===== config.mk =====
export PLATFORM = sky130hd
export DESIGN_NAME = resistor_ladder_key_press_classifier
export DESIGN_NICKNAME = d
export VERILOG_FILES = /design/src/rtl/rlkpc_pkg.sv /design/src/rtl/rlkpc_decode.sv /design/src/rtl/rlkpc_lane.sv /design/src/rtl/resistor_ladder_key_press_classifier.sv
export SDC_FILE = /design/constraint.sdc
export NUM_CORES = 2
export LEC_CHECK = 0
export ABC_AREA = 1
export BUFFER_PORTS_ARGS = -buffer_cell sky130_fd_sc_hd__buf_2
export CAP_MARGIN = 20
export CORE_AREA = 3 3 426 428
export CTS_CLUSTER_DIAMETER = 30
export DETAILED_ROUTE_END_ITERATION = 7
export DIE_AREA = 0 0 429 431
export GPL_TIMING_DRIVEN = 1
export PLACE_DENSITY = 0.64
export SLEW_MARGIN = 25
export SYNTH_ARGS = -nofsm -noshare
export SYNTH_HDL_FRONTEND = slang
export SYNTH_SLANG_ARGS = --single-unit

===== constraint.sdc =====
create_clock -name clock -period 6.3 [get_ports clock]
set_input_delay 0.63 -clock clock [delete_from_list [all_inputs] [get_ports clock]]
set_output_delay 0.63 -clock clock [all_outputs]
set_load 0.02 [all_outputs]

===== src/rtl/rlkpc_pkg.sv =====
// shared types, constants and thresholds for the resistor ladder key classifier
package rlkpc_pkg;

   // time and sample widths
   localparam int unsigned TimeBits   = 32;
   localparam int unsigned SampleBits = 12;

   // key counts per ladder
   localparam int unsigned NumKeysA = 4;
   localparam int unsigned NumKeysB = 5;
   localparam int unsigned NumKeys  = NumKeysA + NumKeysB;

   // full scale code and ladder limits, volts times 100 scaled to codes
   localparam int unsigned SampleFull = (2 ** SampleBits) - 1;
   localparam int unsigned Thr050     = (50  * SampleFull) / 330;
   localparam int unsigned Thr135     = (135 * SampleFull) / 330;
   localparam int unsigned Thr170     = (170 * SampleFull) / 330;
   localparam int unsigned Thr210     = (210 * SampleFull) / 330;
   localparam int unsigned Thr240     = (240 * SampleFull) / 330;
   localparam int unsigned Thr300     = (300 * SampleFull) / 330;

   // key codes
   localparam logic [2:0] KeyNone    = 3'd0;
   localparam logic [2:0] KeyA1      = 3'd1;
   localparam logic [2:0] KeyA2      = 3'd2;
   localparam logic [2:0] KeyA3      = 3'd3;
   localparam logic [2:0] KeyA4      = 3'd4;
   localparam logic [2:0] KeyBDown   = 3'd1;
   localparam logic [2:0] KeyBMiddle = 3'd2;
   localparam logic [2:0] KeyBLeft   = 3'd3;
   localparam logic [2:0] KeyBRight  = 3'd4;
   localparam logic [2:0] KeyBUp     = 3'd5;

   // register indexes
   localparam logic [2:0] RegLadderAEnable = 3'd0;
   localparam logic [2:0] RegLadderBEnable = 3'd1;
   localparam logic [2:0] RegUseRemote     = 3'd2;
   localparam logic [2:0] RegLongPressMs   = 3'd3;
   localparam logic [2:0] RegRepeatMs      = 3'd4;
   localparam logic [2:0] RegHoldTicks     = 3'd5;

   // register reset values
   localparam logic [15:0] LongPressMsReset = 16'd1500;
   localparam logic [15:0] RepeatMsReset    = 16'd500;
   localparam logic [8:0]  HoldTicksReset   = 9'd300;

   // press status encoding
   typedef enum logic [1:0] {
      StNone   = 2'd0,
      StShort  = 2'd1,
      StLong   = 2'd2,
      StRepeat = 2'd3
   } press_status_type;

   // timing settings shared by all lanes
   typedef struct packed {
      logic [15:0] long_press_ms;
      logic [15:0] repeat_ms;
      logic [8:0]  hold_ticks;
   } timing_cfg_type;

   // what one key lane reports for a request
   typedef struct packed {
      press_status_type status;
      logic             short_beep;
      logic             long_beep;
   } lane_out_type;

endpackage


===== src/rtl/rlkpc_decode.sv =====
// sample pair selection and threshold binning for both ladders
module rlkpc_decode (
   input  logic                                 use_remote,
   input  logic [rlkpc_pkg::SampleBits-1:0]     local_a,
   input  logic [rlkpc_pkg::SampleBits-1:0]     local_b,
   input  logic [rlkpc_pkg::SampleBits-1:0]     remote_a,
   input  logic [rlkpc_pkg::SampleBits-1:0]     remote_b,
   output logic [2:0]                           key_code_a,
   output logic [2:0]                           key_code_b
);

   localparam logic [rlkpc_pkg::SampleBits-1:0] T050 = rlkpc_pkg::SampleBits'(rlkpc_pkg::Thr050);
   localparam logic [rlkpc_pkg::SampleBits-1:0] T135 = rlkpc_pkg::SampleBits'(rlkpc_pkg::Thr135);
   localparam logic [rlkpc_pkg::SampleBits-1:0] T170 = rlkpc_pkg::SampleBits'(rlkpc_pkg::Thr170);
   localparam logic [rlkpc_pkg::SampleBits-1:0] T210 = rlkpc_pkg::SampleBits'(rlkpc_pkg::Thr210);
   localparam logic [rlkpc_pkg::SampleBits-1:0] T240 = rlkpc_pkg::SampleBits'(rlkpc_pkg::Thr240);
   localparam logic [rlkpc_pkg::SampleBits-1:0] T300 = rlkpc_pkg::SampleBits'(rlkpc_pkg::Thr300);

   logic [rlkpc_pkg::SampleBits-1:0] sample_a;
   logic [rlkpc_pkg::SampleBits-1:0] sample_b;

   // pick local or remote pair
   assign sample_a = use_remote ? remote_a : local_a;
   assign sample_b = use_remote ? remote_b : local_b;

   // ladder a bins, the 1.35 v limit is not used here
   always_comb begin
      if (sample_a <= T050) begin
         key_code_a = rlkpc_pkg::KeyNone;
      end else if (sample_a <= T170) begin
         key_code_a = rlkpc_pkg::KeyA4;
      end else if (sample_a <= T210) begin
         key_code_a = rlkpc_pkg::KeyA2;
      end else if (sample_a <= T240) begin
         key_code_a = rlkpc_pkg::KeyA3;
      end else if (sample_a <= T300) begin
         key_code_a = rlkpc_pkg::KeyA1;
      end else begin
         key_code_a = rlkpc_pkg::KeyNone;
      end
   end

   // ladder b bins
   always_comb begin
      if (sample_b <= T050) begin
         key_code_b = rlkpc_pkg::KeyNone;
      end else if (sample_b <= T135) begin
         key_code_b = rlkpc_pkg::KeyBUp;
      end else if (sample_b <= T170) begin
         key_code_b = rlkpc_pkg::KeyBRight;
      end else if (sample_b <= T210) begin
         key_code_b = rlkpc_pkg::KeyBLeft;
      end else if (sample_b <= T240) begin
         key_code_b = rlkpc_pkg::KeyBMiddle;
      end else if (sample_b <= T300) begin
         key_code_b = rlkpc_pkg::KeyBDown;
      end else begin
         key_code_b = rlkpc_pkg::KeyNone;
      end
   end

endmodule


===== src/rtl/rlkpc_lane.sv =====
// per-key press tracker: press and repeat timers, status and hold counter
module rlkpc_lane (
   input  logic                              clock,
   input  logic                              reset,
   input  logic                              advance,
   input  logic                              pressed,
   input  logic [rlkpc_pkg::TimeBits-1:0]    now,
   input  rlkpc_pkg::timing_cfg_type         cfg,
   output rlkpc_pkg::lane_out_type           lane_out
);

   logic                              prev_pressed_ff, prev_pressed_in;
   logic [rlkpc_pkg::TimeBits-1:0]    press_start_ff, press_start_in;
   logic [rlkpc_pkg::TimeBits-1:0]    repeat_start_ff, repeat_start_in;
   rlkpc_pkg::press_status_type       status_ff, status_in;
   logic [8:0]                        hold_count_ff, hold_count_in;

   logic [rlkpc_pkg::TimeBits-1:0]    since_press;
   logic [rlkpc_pkg::TimeBits-1:0]    since_repeat;
   rlkpc_pkg::press_status_type       status_mid;
   logic [8:0]                        hold_mid;
   logic                              short_hit;
   logic                              long_hit;

   // elapsed times, modulo the time width
   assign since_press  = now - press_start_ff;
   assign since_repeat = now - repeat_start_ff;

   // next state for one request
   always_comb begin
      prev_pressed_in = prev_pressed_ff;
      press_start_in  = press_start_ff;
      repeat_start_in = repeat_start_ff;
      status_mid      = status_ff;
      hold_mid        = hold_count_ff;
      status_in       = status_ff;
      hold_count_in   = hold_count_ff;
      short_hit       = 1'b0;
      long_hit        = 1'b0;
      if (advance) begin
         // edge handling
         if (pressed) begin
            if (!prev_pressed_ff) begin
               press_start_in  = now;
               repeat_start_in = now;
            end else if (since_repeat > rlkpc_pkg::TimeBits'(cfg.repeat_ms)) begin
               repeat_start_in = now;
               status_mid      = rlkpc_pkg::StRepeat;
            end
         end else if (prev_pressed_ff) begin
            if (since_press > rlkpc_pkg::TimeBits'(cfg.long_press_ms)) begin
               status_mid = rlkpc_pkg::StLong;
               long_hit   = 1'b1;
            end else begin
               status_mid = rlkpc_pkg::StShort;
               short_hit  = 1'b1;
            end
            hold_mid = 9'd0;
         end
         prev_pressed_in = pressed;
         // short and long status expire after the hold count
         status_in     = status_mid;
         hold_count_in = hold_mid;
         if (status_mid == rlkpc_pkg::StShort || status_mid == rlkpc_pkg::StLong) begin
            hold_count_in = hold_mid + 9'd1;
            if (hold_count_in >= cfg.hold_ticks) begin
               status_in     = rlkpc_pkg::StNone;
               hold_count_in = 9'd0;
            end
         end
      end
   end

   // key state registers
   always_ff @(posedge clock) begin
      if (reset) begin
         prev_pressed_ff <= 1'b0;
         press_start_ff  <= '0;
         repeat_start_ff <= '0;
         status_ff       <= rlkpc_pkg::StNone;
         hold_count_ff   <= 9'd0;
      end else begin
         prev_pressed_ff <= prev_pressed_in;
         press_start_ff  <= press_start_in;
         repeat_start_ff <= repeat_start_in;
         status_ff       <= status_in;
         hold_count_ff   <= hold_count_in;
      end
   end

   assign lane_out.status     = status_in;
   assign lane_out.short_beep = short_hit;
   assign lane_out.long_beep  = long_hit;

endmodule


===== src/rtl/resistor_ladder_key_press_classifier.sv =====
// top level: settings, sample decode, nine key lanes, status merge and response register
//
//   channel | direction | handshake            | contents
//   req     | in        | req_valid/req_ready  | time and four adc samples
//   rsp     | out       | rsp_valid/rsp_ready  | key codes, status words, beeps
//   csr     | in        | csr_wr_en            | register index and write data
//
// each request is handled combinationally: decode, all nine lanes and the merge run in
// parallel and land in the response register on the accepting edge.
// a new request is taken every cycle while the response register is empty or
// being drained; a stalled response holds the next request off.
// synchronous reset clears key state and the response valid and returns the settings to their reset values.
module resistor_ladder_key_press_classifier (
   input  logic        clock,
   input  logic        reset,
   input  logic        req_valid,
   output logic        req_ready,
   input  logic [31:0] req_now_ms,
   input  logic [11:0] req_local_sample_a,
   input  logic [11:0] req_local_sample_b,
   input  logic [11:0] req_remote_sample_a,
   input  logic [11:0] req_remote_sample_b,
   output logic        rsp_valid,
   input  logic        rsp_ready,
   output logic [2:0]  rsp_key_code_a,
   output logic [2:0]  rsp_key_code_b,
   output logic [7:0]  rsp_status_a,
   output logic [9:0]  rsp_status_b,
   output logic        rsp_short_beep,
   output logic        rsp_long_beep,
   input  logic        csr_wr_en,
   input  logic [2:0]  csr_index,
   input  logic [15:0] csr_wdata
);

   logic        ladder_a_enable_ff;
   logic        ladder_b_enable_ff;
   logic        use_remote_ff;
   logic [15:0] long_press_ms_ff;
   logic [15:0] repeat_ms_ff;
   logic [8:0]  hold_ticks_ff;

   rlkpc_pkg::timing_cfg_type         timing_cfg;
   logic                              accept;
   logic [rlkpc_pkg::TimeBits-1:0]    now_t;
   logic [2:0]                        key_code_a;
   logic [2:0]                        key_code_b;
   rlkpc_pkg::lane_out_type           lane_out [rlkpc_pkg::NumKeys];

   logic [2*rlkpc_pkg::NumKeysA-1:0]  status_a_in;
   logic [2*rlkpc_pkg::NumKeysB-1:0]  status_b_in;
   logic                              short_beep_in;
   logic                              long_beep_in;

   logic                              rsp_valid_ff;
   logic [2:0]                        key_code_a_ff;
   logic [2:0]                        key_code_b_ff;
   logic [7:0]                        status_a_ff;
   logic [9:0]                        status_b_ff;
   logic                              short_beep_ff;
   logic                              long_beep_ff;

   // settings registers
   always_ff @(posedge clock) begin
      if (reset) begin
         ladder_a_enable_ff <= 1'b0;
         ladder_b_enable_ff <= 1'b0;
         use_remote_ff      <= 1'b0;
         long_press_ms_ff   <= rlkpc_pkg::LongPressMsReset;
         repeat_ms_ff       <= rlkpc_pkg::RepeatMsReset;
         hold_ticks_ff      <= rlkpc_pkg::HoldTicksReset;
      end else if (csr_wr_en) begin
         case (csr_index)
            rlkpc_pkg::RegLadderAEnable: ladder_a_enable_ff <= csr_wdata[0];
            rlkpc_pkg::RegLadderBEnable: ladder_b_enable_ff <= csr_wdata[0];
            rlkpc_pkg::RegUseRemote:     use_remote_ff      <= csr_wdata[0];
            rlkpc_pkg::RegLongPressMs:   long_press_ms_ff   <= csr_wdata;
            rlkpc_pkg::RegRepeatMs:      repeat_ms_ff       <= csr_wdata;
            rlkpc_pkg::RegHoldTicks:     hold_ticks_ff      <= csr_wdata[8:0];
            default: ;
         endcase
      end
   end

   assign timing_cfg.long_press_ms = long_press_ms_ff;
   assign timing_cfg.repeat_ms     = repeat_ms_ff;
   assign timing_cfg.hold_ticks    = hold_ticks_ff;

   // handshake
   assign req_ready = !rsp_valid_ff || rsp_ready;
   assign accept    = req_valid && req_ready;
   assign now_t     = rlkpc_pkg::TimeBits'(req_now_ms);

   // sample decode
   rlkpc_decode u_decode (
      .use_remote (use_remote_ff),
      .local_a    (rlkpc_pkg::SampleBits'(req_local_sample_a)),
      .local_b    (rlkpc_pkg::SampleBits'(req_local_sample_b)),
      .remote_a   (rlkpc_pkg::SampleBits'(req_remote_sample_a)),
      .remote_b   (rlkpc_pkg::SampleBits'(req_remote_sample_b)),
      .key_code_a (key_code_a),
      .key_code_b (key_code_b)
   );

   // key lanes, ladder a first then ladder b
   for (genvar i = 0; i < rlkpc_pkg::NumKeys; i++) begin : g_lane
      logic lane_pressed;
      logic lane_advance;
      if (i < rlkpc_pkg::NumKeysA) begin : g_a
         assign lane_pressed = (key_code_a == 3'(i + 1));
         assign lane_advance = accept && ladder_a_enable_ff;
      end else begin : g_b
         assign lane_pressed = (key_code_b == 3'(i - rlkpc_pkg::NumKeysA + 1));
         assign lane_advance = accept && ladder_b_enable_ff;
      end
      rlkpc_lane u_lane (
         .clock    (clock),
         .reset    (reset),
         .advance  (lane_advance),
         .pressed  (lane_pressed),
         .now      (now_t),
         .cfg      (timing_cfg),
         .lane_out (lane_out[i])
      );
   end

   // merge lane results into status words and beep flags
   always_comb begin
      short_beep_in = 1'b0;
      long_beep_in  = 1'b0;
      for (int k = 0; k < rlkpc_pkg::NumKeysA; k++) begin
         status_a_in[2*k +: 2] = lane_out[k].status;
      end
      for (int k = 0; k < rlkpc_pkg::NumKeysB; k++) begin
         status_b_in[2*k +: 2] = lane_out[rlkpc_pkg::NumKeysA + k].status;
      end
      for (int k = 0; k < rlkpc_pkg::NumKeys; k++) begin
         short_beep_in = short_beep_in | lane_out[k].short_beep;
         long_beep_in  = long_beep_in  | lane_out[k].long_beep;
      end
   end

   // response valid
   always_ff @(posedge clock) begin
      if (reset) begin
         rsp_valid_ff <= 1'b0;
      end else if (req_ready) begin
         rsp_valid_ff <= req_valid;
      end
   end

   // response payload
   always_ff @(posedge clock) begin
      if (accept) begin
         key_code_a_ff <= key_code_a;
         key_code_b_ff <= key_code_b;
         status_a_ff   <= status_a_in;
         status_b_ff   <= status_b_in;
         short_beep_ff <= short_beep_in;
         long_beep_ff  <= long_beep_in;
      end
   end

   assign rsp_valid      = rsp_valid_ff;
   assign rsp_key_code_a = key_code_a_ff;
   assign rsp_key_code_b = key_code_b_ff;
   assign rsp_status_a   = status_a_ff;
   assign rsp_status_b   = status_b_ff;
   assign rsp_short_beep = short_beep_ff;
   assign rsp_long_beep  = long_beep_ff;

endmodule

Word-level counts from Yosys, hierarchy flattened. Index checks and enable logic that the tools add are counted.

Register bits after elaboration: 755. Logic and storage cells: 457. Input port bits: 104. Output and inout bits: 28.

Order comparisons: 38. Bitwise gates (word level): 25. $add $sub $neg: 27. Reductions and logical operators: 39. Mux-type cells: 229. Equal/unequal tests: 41.

Operator list (count): 32-bit by 16-bit greater-than comparator with 1-bit output (18); 32-bit two-way mux (18); 32-bit subtractor (18); 9-bit two-way mux (45); 2-bit two-way mux (81); 12-bit <= comparator, second input constant (8); 9-bit by 1-bit adder with 9-bit output, second input constant (9); 9-bit >= comparator (9); 1-bit two-way mux (74); 3-bit AND reduction (18); 3-bit two-way mux (9); 12-bit by 10-bit <= comparator with 1-bit output, second input constant (2); 12-bit two-way mux (2); 2-bit by 1-bit equality test with 1-bit output, second input constant (9); 2-bit equality test, second input constant (9); 3-bit by 2-bit equality test with 1-bit output, second input constant (6); 2-bit inequality test, second input constant (9); 1-bit bitwise OR (16); 3-bit equality test, second input constant (5); 12-bit by 11-bit <= comparator with 1-bit output, second input constant (1); 2-bit AND reduction (6); 1-bit logical OR (10); 3-bit by 1-bit equality test with 1-bit output, second input constant (3); 1-bit inverter (9); 3 further kinds (5).

Logic depth before layout (Yosys ltp).
Depth in word-level cells: 18. Mapped depth: 37. Depth with buffers taken out: 36.

By module. A second synthesis with hierarchy kept.

Cells, all modules: 15670. Area total of the unflattened synthesis: 89336.9 µm².

By module, submodules not included: rlkpc_lane at g_lane[1].u_lane ... (times used 5, sequential area each 1521.5 µm², cells an instance 1678, area each 9474.1 µm²); rlkpc_lane at g_lane[2].u_lane ... (times used 2, sequential area each 1521.5 µm², cells an instance 1669, area each 9506.6 µm²); rlkpc_lane at g_lane[8].u_lane (times used 1, sequential area each 1521.5 µm², cells an instance 1709, area each 9603.0 µm²); rlkpc_lane at g_lane[0].u_lane (times used 1, sequential area each 1521.5 µm², cells an instance 1668, area each 9457.8 µm²); resistor_ladder_key_press_classifier (times used 1, sequential area each 1681.6 µm², cells an instance 307, area each 2681.3 µm²); rlkpc_decode (times used 1, sequential area each 0.0 µm², cells an instance 258, area each 1211.2 µm²).

Least setup slack after synthesis. Ideal clock, no wire load.

Kind: input to register. Start: in req_now_ms[0]. End: reg g_lane[4].u_lane.hold_count_ff[8]. Data required time: 6.185 ns. Arrival: 4.931 ns. Cell stages on the path: 33. Setup slack: 1.253 ns. Path buffers: 2. Library setup time: 0.115 ns. Path through: clkinv_1 -> clkbuf_1 -> ha_1 -> inv_1 -> fa_1 -> nand3_1 -> nand3_1 -> nand2_1 -> nand2_1 -> nand2_1 -> nand2_1 -> xor2_1 -> ha_1 -> nand2_1 -> nor4_1 -> nand3_1 -> nand2_1 -> nand3_1 -> nor2_1 -> nand3_1 -> nor2_1 -> nand3_1 -> nand2_1 -> nand2_1 -> nand2_1 -> inv_1 -> nand2_1 -> nand2_1 -> buf_4 -> nand2_1 -> nand2_1 -> o21ai_0 -> inv_1.

Longest elaborated chain between the ends: 9. Elaborated cells between the ends (all ways): 14. Classes of those cells: add/sub (2); order compare (2); eq/ne (2); mux (7); reduce/logical (1).

RTL lines: start, declared (RTL line resistor_ladder_key_press_classifier.sv:18) `input logic [31:0] req_now_ms,`; 32-bit subtractor (on tied branches) (RTL line rlkpc_lane.sv:26, rlkpc_lane.sv:27); 32-bit by 16-bit greater-than comparator with 1-bit output (on tied branches) (RTL line rlkpc_lane.sv:51, rlkpc_lane.sv:46); 2-bit two-way mux (on tied branches) (RTL line rlkpc_lane.sv:51, rlkpc_lane.sv:46); 2-bit two-way mux (on tied branches) (RTL line rlkpc_lane.sv:50, rlkpc_lane.sv:43); 2-bit two-way mux (*) (RTL line rlkpc_lane.sv:42) `if (pressed) begin`; 2-bit two-way mux (*) (RTL line rlkpc_lane.sv:40) `if (advance) begin`; 2-bit by 1-bit equality test with 1-bit output or 2-bit equality test (tied branches) (RTL line rlkpc_lane.sv:64) `if (status_mid == rlkpc_pkg::StShort || status_mid == rlkpc_pkg::StLong) begin`; 1-bit logical OR (*) (RTL line rlkpc_lane.sv:64); 9-bit two-way mux (*) (RTL line rlkpc_lane.sv:64); end signal, assigned (RTL line rlkpc_lane.sv:87) `hold_count_ff <= hold_count_in;`; end, declared (RTL line rlkpc_lane.sv:16) `logic [8:0] hold_count_ff, hold_count_in;`.

Mark *: on every way between the ends. The rest lies on a longest branch, timed or not. The select of a mux whose other input is x is not followed. A chain may end at the register's enable or synchronous reset.

Worst setup path after layout.
Start: reg use_remote_ff. End: reg g_lane[5].u_lane.hold_count_ff[7].

Longest elaborated chain between the ends: 15. Elaborated cells between the ends (all ways): 25. Classes of those cells: add/sub (1); order compare (7); eq/ne (3); mux (13); reduce/logical (1).

RTL lines: start, declared (RTL line resistor_ladder_key_press_classifier.sv:38) `logic use_remote_ff;`; start signal, assigned (RTL line resistor_ladder_key_press_classifier.sv:76) `rlkpc_pkg::RegUseRemote: use_remote_ff <= csr_wdata[0];`; 12-bit two-way mux (*) (RTL line rlkpc_decode.sv:24) `assign sample_b = use_remote ? remote_b : local_b;`; 12-bit <= comparator (RTL line rlkpc_decode.sv:55) `end else if (sample_b <= T300) begin`; 1-bit two-way mux (RTL line rlkpc_decode.sv:55); 3-bit two-way mux (RTL line rlkpc_decode.sv:53) `end else if (sample_b <= T240) begin`; 3-bit two-way mux (RTL line rlkpc_decode.sv:51) `end else if (sample_b <= T210) begin`; 3-bit two-way mux (RTL line rlkpc_decode.sv:49) `end else if (sample_b <= T170) begin`; 3-bit two-way mux (RTL line rlkpc_decode.sv:47) `end else if (sample_b <= T135) begin`; 3-bit two-way mux (*) (RTL line rlkpc_decode.sv:45) `if (sample_b <= T050) begin`; 3-bit by 2-bit equality test with 1-bit output (*) (RTL line resistor_ladder_key_press_classifier.sv:113) `assign lane_pressed = (key_code_b == 3'(i - rlkpc_pkg::NumKeysA + 1));`; 9-bit two-way mux (RTL line rlkpc_lane.sv:42); 9-bit two-way mux (RTL line rlkpc_lane.sv:40); 9-bit by 1-bit adder with 9-bit output (RTL line rlkpc_lane.sv:65) `hold_count_in = hold_mid + 9'd1;`; 9-bit >= comparator (RTL line rlkpc_lane.sv:66) `if (hold_count_in >= cfg.hold_ticks) begin`; 9-bit two-way mux (RTL line rlkpc_lane.sv:66); 9-bit two-way mux (*) (RTL line rlkpc_lane.sv:64); end signal, assigned (RTL line rlkpc_lane.sv:87); end, declared (RTL line rlkpc_lane.sv:16).

Marked as above.

==> run metrics <==
clock buffer depth=3; DRC Markers=0; drt pass-1 iters=8; post-DR wirelength/cell=18.8 um; Final min period=5.81 ns; clock sink total=755; multi-input logic area=55300 sq um; Synth Flop Type=dfxtp_1; CP Buf/Inv Count=2; Root Buffer=clkbuf_16; largest net degree at the start of global routing=236; I/O pin count=132; initial DRC count=7494; Worst Tran Pin Value=1.19 ns; Initial Utilization=44.9%; Worst setup SP type=register; Crit path largest cell delay=0.76 ns; fmax=0.172 GHz; unrepaired setup endpoints after global routing=no; Via density=5.42; vias=87.7k; Slew Viols, Final=0; final HPWL from detailed placement=237000 um; Nets=14.7k; R2R Setup Slk=0.49 ns; Synth warnings=0; Die X=429 um; Worst Hold Class=in2reg; CORE AREA=178000 sq um; syn nets=14.5k; Crit Reg-Reg Startpoint=use_remote_ff; max_cap viols=0; Setup crit end=g_lane[5].u_lane.hold_count_ff[7]; Post-synth EDFFs=26; critical path class=reg2reg; Rows=155; CTS buffer count=210; flops & latches, synth=755; die area=185000 sq um; CTS clk-pin slew, worst paths=0.04 ns; CP dominant cell by count=nand3_1; reg2reg path depth=29; area grow syn2layout=14.3%; CP required=7.01 ns; Worst Path Arrival=6.52 ns; crit path from=use_remote_ff; Final ANT Viol Nets=0; Slew headroom=20.4%; clock skew=0.0418 ns; Placed Area=84000 sq um; CTS tree=yes; Worst Path Max Fanout=31; Syn Inst Count=13.4k; H-Tree Depth=4; Worst setup EP type=register; period utilization=92.3%; first-pass GRT wire length=463000 um; synthesized cell area=80000 sq um; Die Y=431 um; Slowest-stage cell, CP=a21oi_1; dpl cells=15.8k; CP top delay family=simple AND/OR/NAND/NOR gates; syn_area_per_cell=5.97 sq um; peak supply drop=0.000225 V; leakage=44.0 nW; GPL Wtd Cong=0.980; FF-to-FF End=g_lane[5].u_lane.hold_count_ff[7]; layout cell share with drive strength beyond 1=6.37%; final instance area=91500 sq um; post-CTS setup buffers=0; GRT Residual Overflow=0; Async SR Flop Fraction=0%; Unique masters post-synth=59; status=completed; final std cells w/o fill=16.2k; Register Area=15400 sq um; fillers=18.4k; CTS resizes=0; GRT Overall Usage=31.7%; antenna violations before repair=14; Seq/Total Area, Yosys=19.2%; Setup TNS=0 ns; worst-skew pair later-pin latency=0.83 ns; # hold bufs at CTS=0; PortBufs=131; hold_ws=0.0900 ns; Pwr Density=221 nW/um^2; WP depth=29; vias in the first global route=81.7k; Final setup viols=0; final-report hold violation count=0; WL final=305000 um
[worst min path at each step]
stage | startpoint | endpoint | slack, ns | cells after the start
finish | req_valid | rsp_valid | 0.09 | 3
global route | req_valid | rsp_valid | 0.06 | 3
CTS | req_valid | rsp_valid | 0.03 | 3
detailed placement | g_lane[3].u_lane.press_start_ff[11] | g_lane[3].u_lane.press_start_ff[11] | 0.45 | 2
global placement | g_lane[2].u_lane.repeat_start_ff[7] | g_lane[2].u_lane.repeat_start_ff[7] | 0.44 | 2
floorplan | g_lane[0].u_lane.press_start_ff[10] | g_lane[0].u_lane.press_start_ff[10] | 0.43 | 2
[final cells by class]
| type | instances | area share, % |
|---|---|---|
| diodes | 5 | 0.0137 |
| clock buffers | 280 | 6.50 |
| clock inverters | 112 | 1.66 |
| inverters | 2155 | 8.86 |
| multi-input cells | 10200 | 60.5 |
| flip-flops and latches | 755 | 16.8 |
| well taps | 2355 | 3.22 |
| repair buffers | 291 | 2.43 |
[report_power, final]
part | switching, mW | internal, mW | total [mW]
registers | 0.0240 | 4.87 | 4.90
clock network | 3.40 | 7.68 | 11.1
logic | 2.87 | 1.37 | 4.24
total | 6.29 | 13.9 | 20.2
[registers in the layout, summed over array words and instances, names as in the netlist]
name,cells
rsp_status_a,8
g_lane.u_lane.prev_pressed_ff,9
ladder_b_enable_ff,1
rsp_key_code_a,3
rsp_long_beep,1
repeat_ms_ff,16
ladder_a_enable_ff,1
hold_ticks_ff,9
use_remote_ff,1
g_lane.u_lane.press_start_ff,288
g_lane.u_lane.hold_count_ff,81
rsp_short_beep,1
g_lane.u_lane.repeat_start_ff,288
long_press_ms_ff,16
g_lane.u_lane.status_ff,18
rsp_valid,1
rsp_status_b,10
rsp_key_code_b,3
[through the flow]
| stage | utilization (%) | power [mW] | worst slack (ns) |
|---|---|---|---|
| CTS | 51.3 | 20.3 | 0.546 |
| global placement | 47.1 | 9.08 | 0.492 |
| detailed placement | 47.1 | 9.12 | 0.388 |
| floorplan | - | 7.79 | 1.25 |
| global route | 51.3 | 21.1 | 0.00557 |
| finish | 51.3 | 20.2 | 0.488 |
[cell families after synthesis]
kind of cell / count (synthesis) / synth area share [%]
fa+ha+maj: 954 / 15.1
flops: 755 / 19.2
buf+inv: 2427 / 11.6
simple gates: 6314 / 33.2
compound gates: 2643 / 17.3
xor+xnor: 318 / 3.50
[synth_stat cells, types with 50 or more instances]
master | count | area share (%)
nand2_1 | 3593 | 17
inv_1 | 2097 | 9.8
a21oi_1 | 1449 | 9.1
nor2_1 | 1165 | 5.5
ha_1 | 936 | 15
o21ai_0 | 936 | 5.9
nand3_1 | 926 | 5.8
dfxtp_1 | 729 | 18
xor2_1 | 283 | 3.1
nand4_1 | 222 | 1.7
clkbuf_1 | 215 | 1.0
nor3_1 | 157 | 0.98
o21bai_1 | 82 | 0.77
nand3b_1 | 71 | 0.67
nand2_2 | 53 | 0.41
inv_2 | 50 | 0.23
[per-layer routing]
metal / wire, um / part of all wire [%] / global-route usage (%) / vias up
met2: 131000 / 43 / 50.1 / 2897
met1: 136000 / 45 / 41.8 / 40000
met5: 11 / 0.0036 / 0 / -
li1: - / - / - / 44200
met4: 16400 / 5.4 / 15.6 / 2
met3: 21200 / 7.0 / 5.14 / 617
[tightest hold or removal path, delay by kind of cell]
kind	cells	cell delay, ns
simple gates	1	0.07
buf+inv	1	0.10
compound gates	1	0.06
[layout by cell type, fill, tap and decap left out, types with 82 or more instances in the layout]
cell	Yosys	routed
a21oi_1	1449	1449
buf_2	24	121
buf_4	2	143
clkbuf_16	0	211
dfxtp_1	729	728
ha_1	936	936
inv_1	2097	2092
nand2_1	3593	3591
nand3_1	926	926
nand4_1	222	222
nor2_1	1165	1165
nor3_1	157	157
o21ai_0	936	936
o21bai_1	82	82
xor2_1	283	283
No activity file was read; power rests on OpenSTA's default activity.
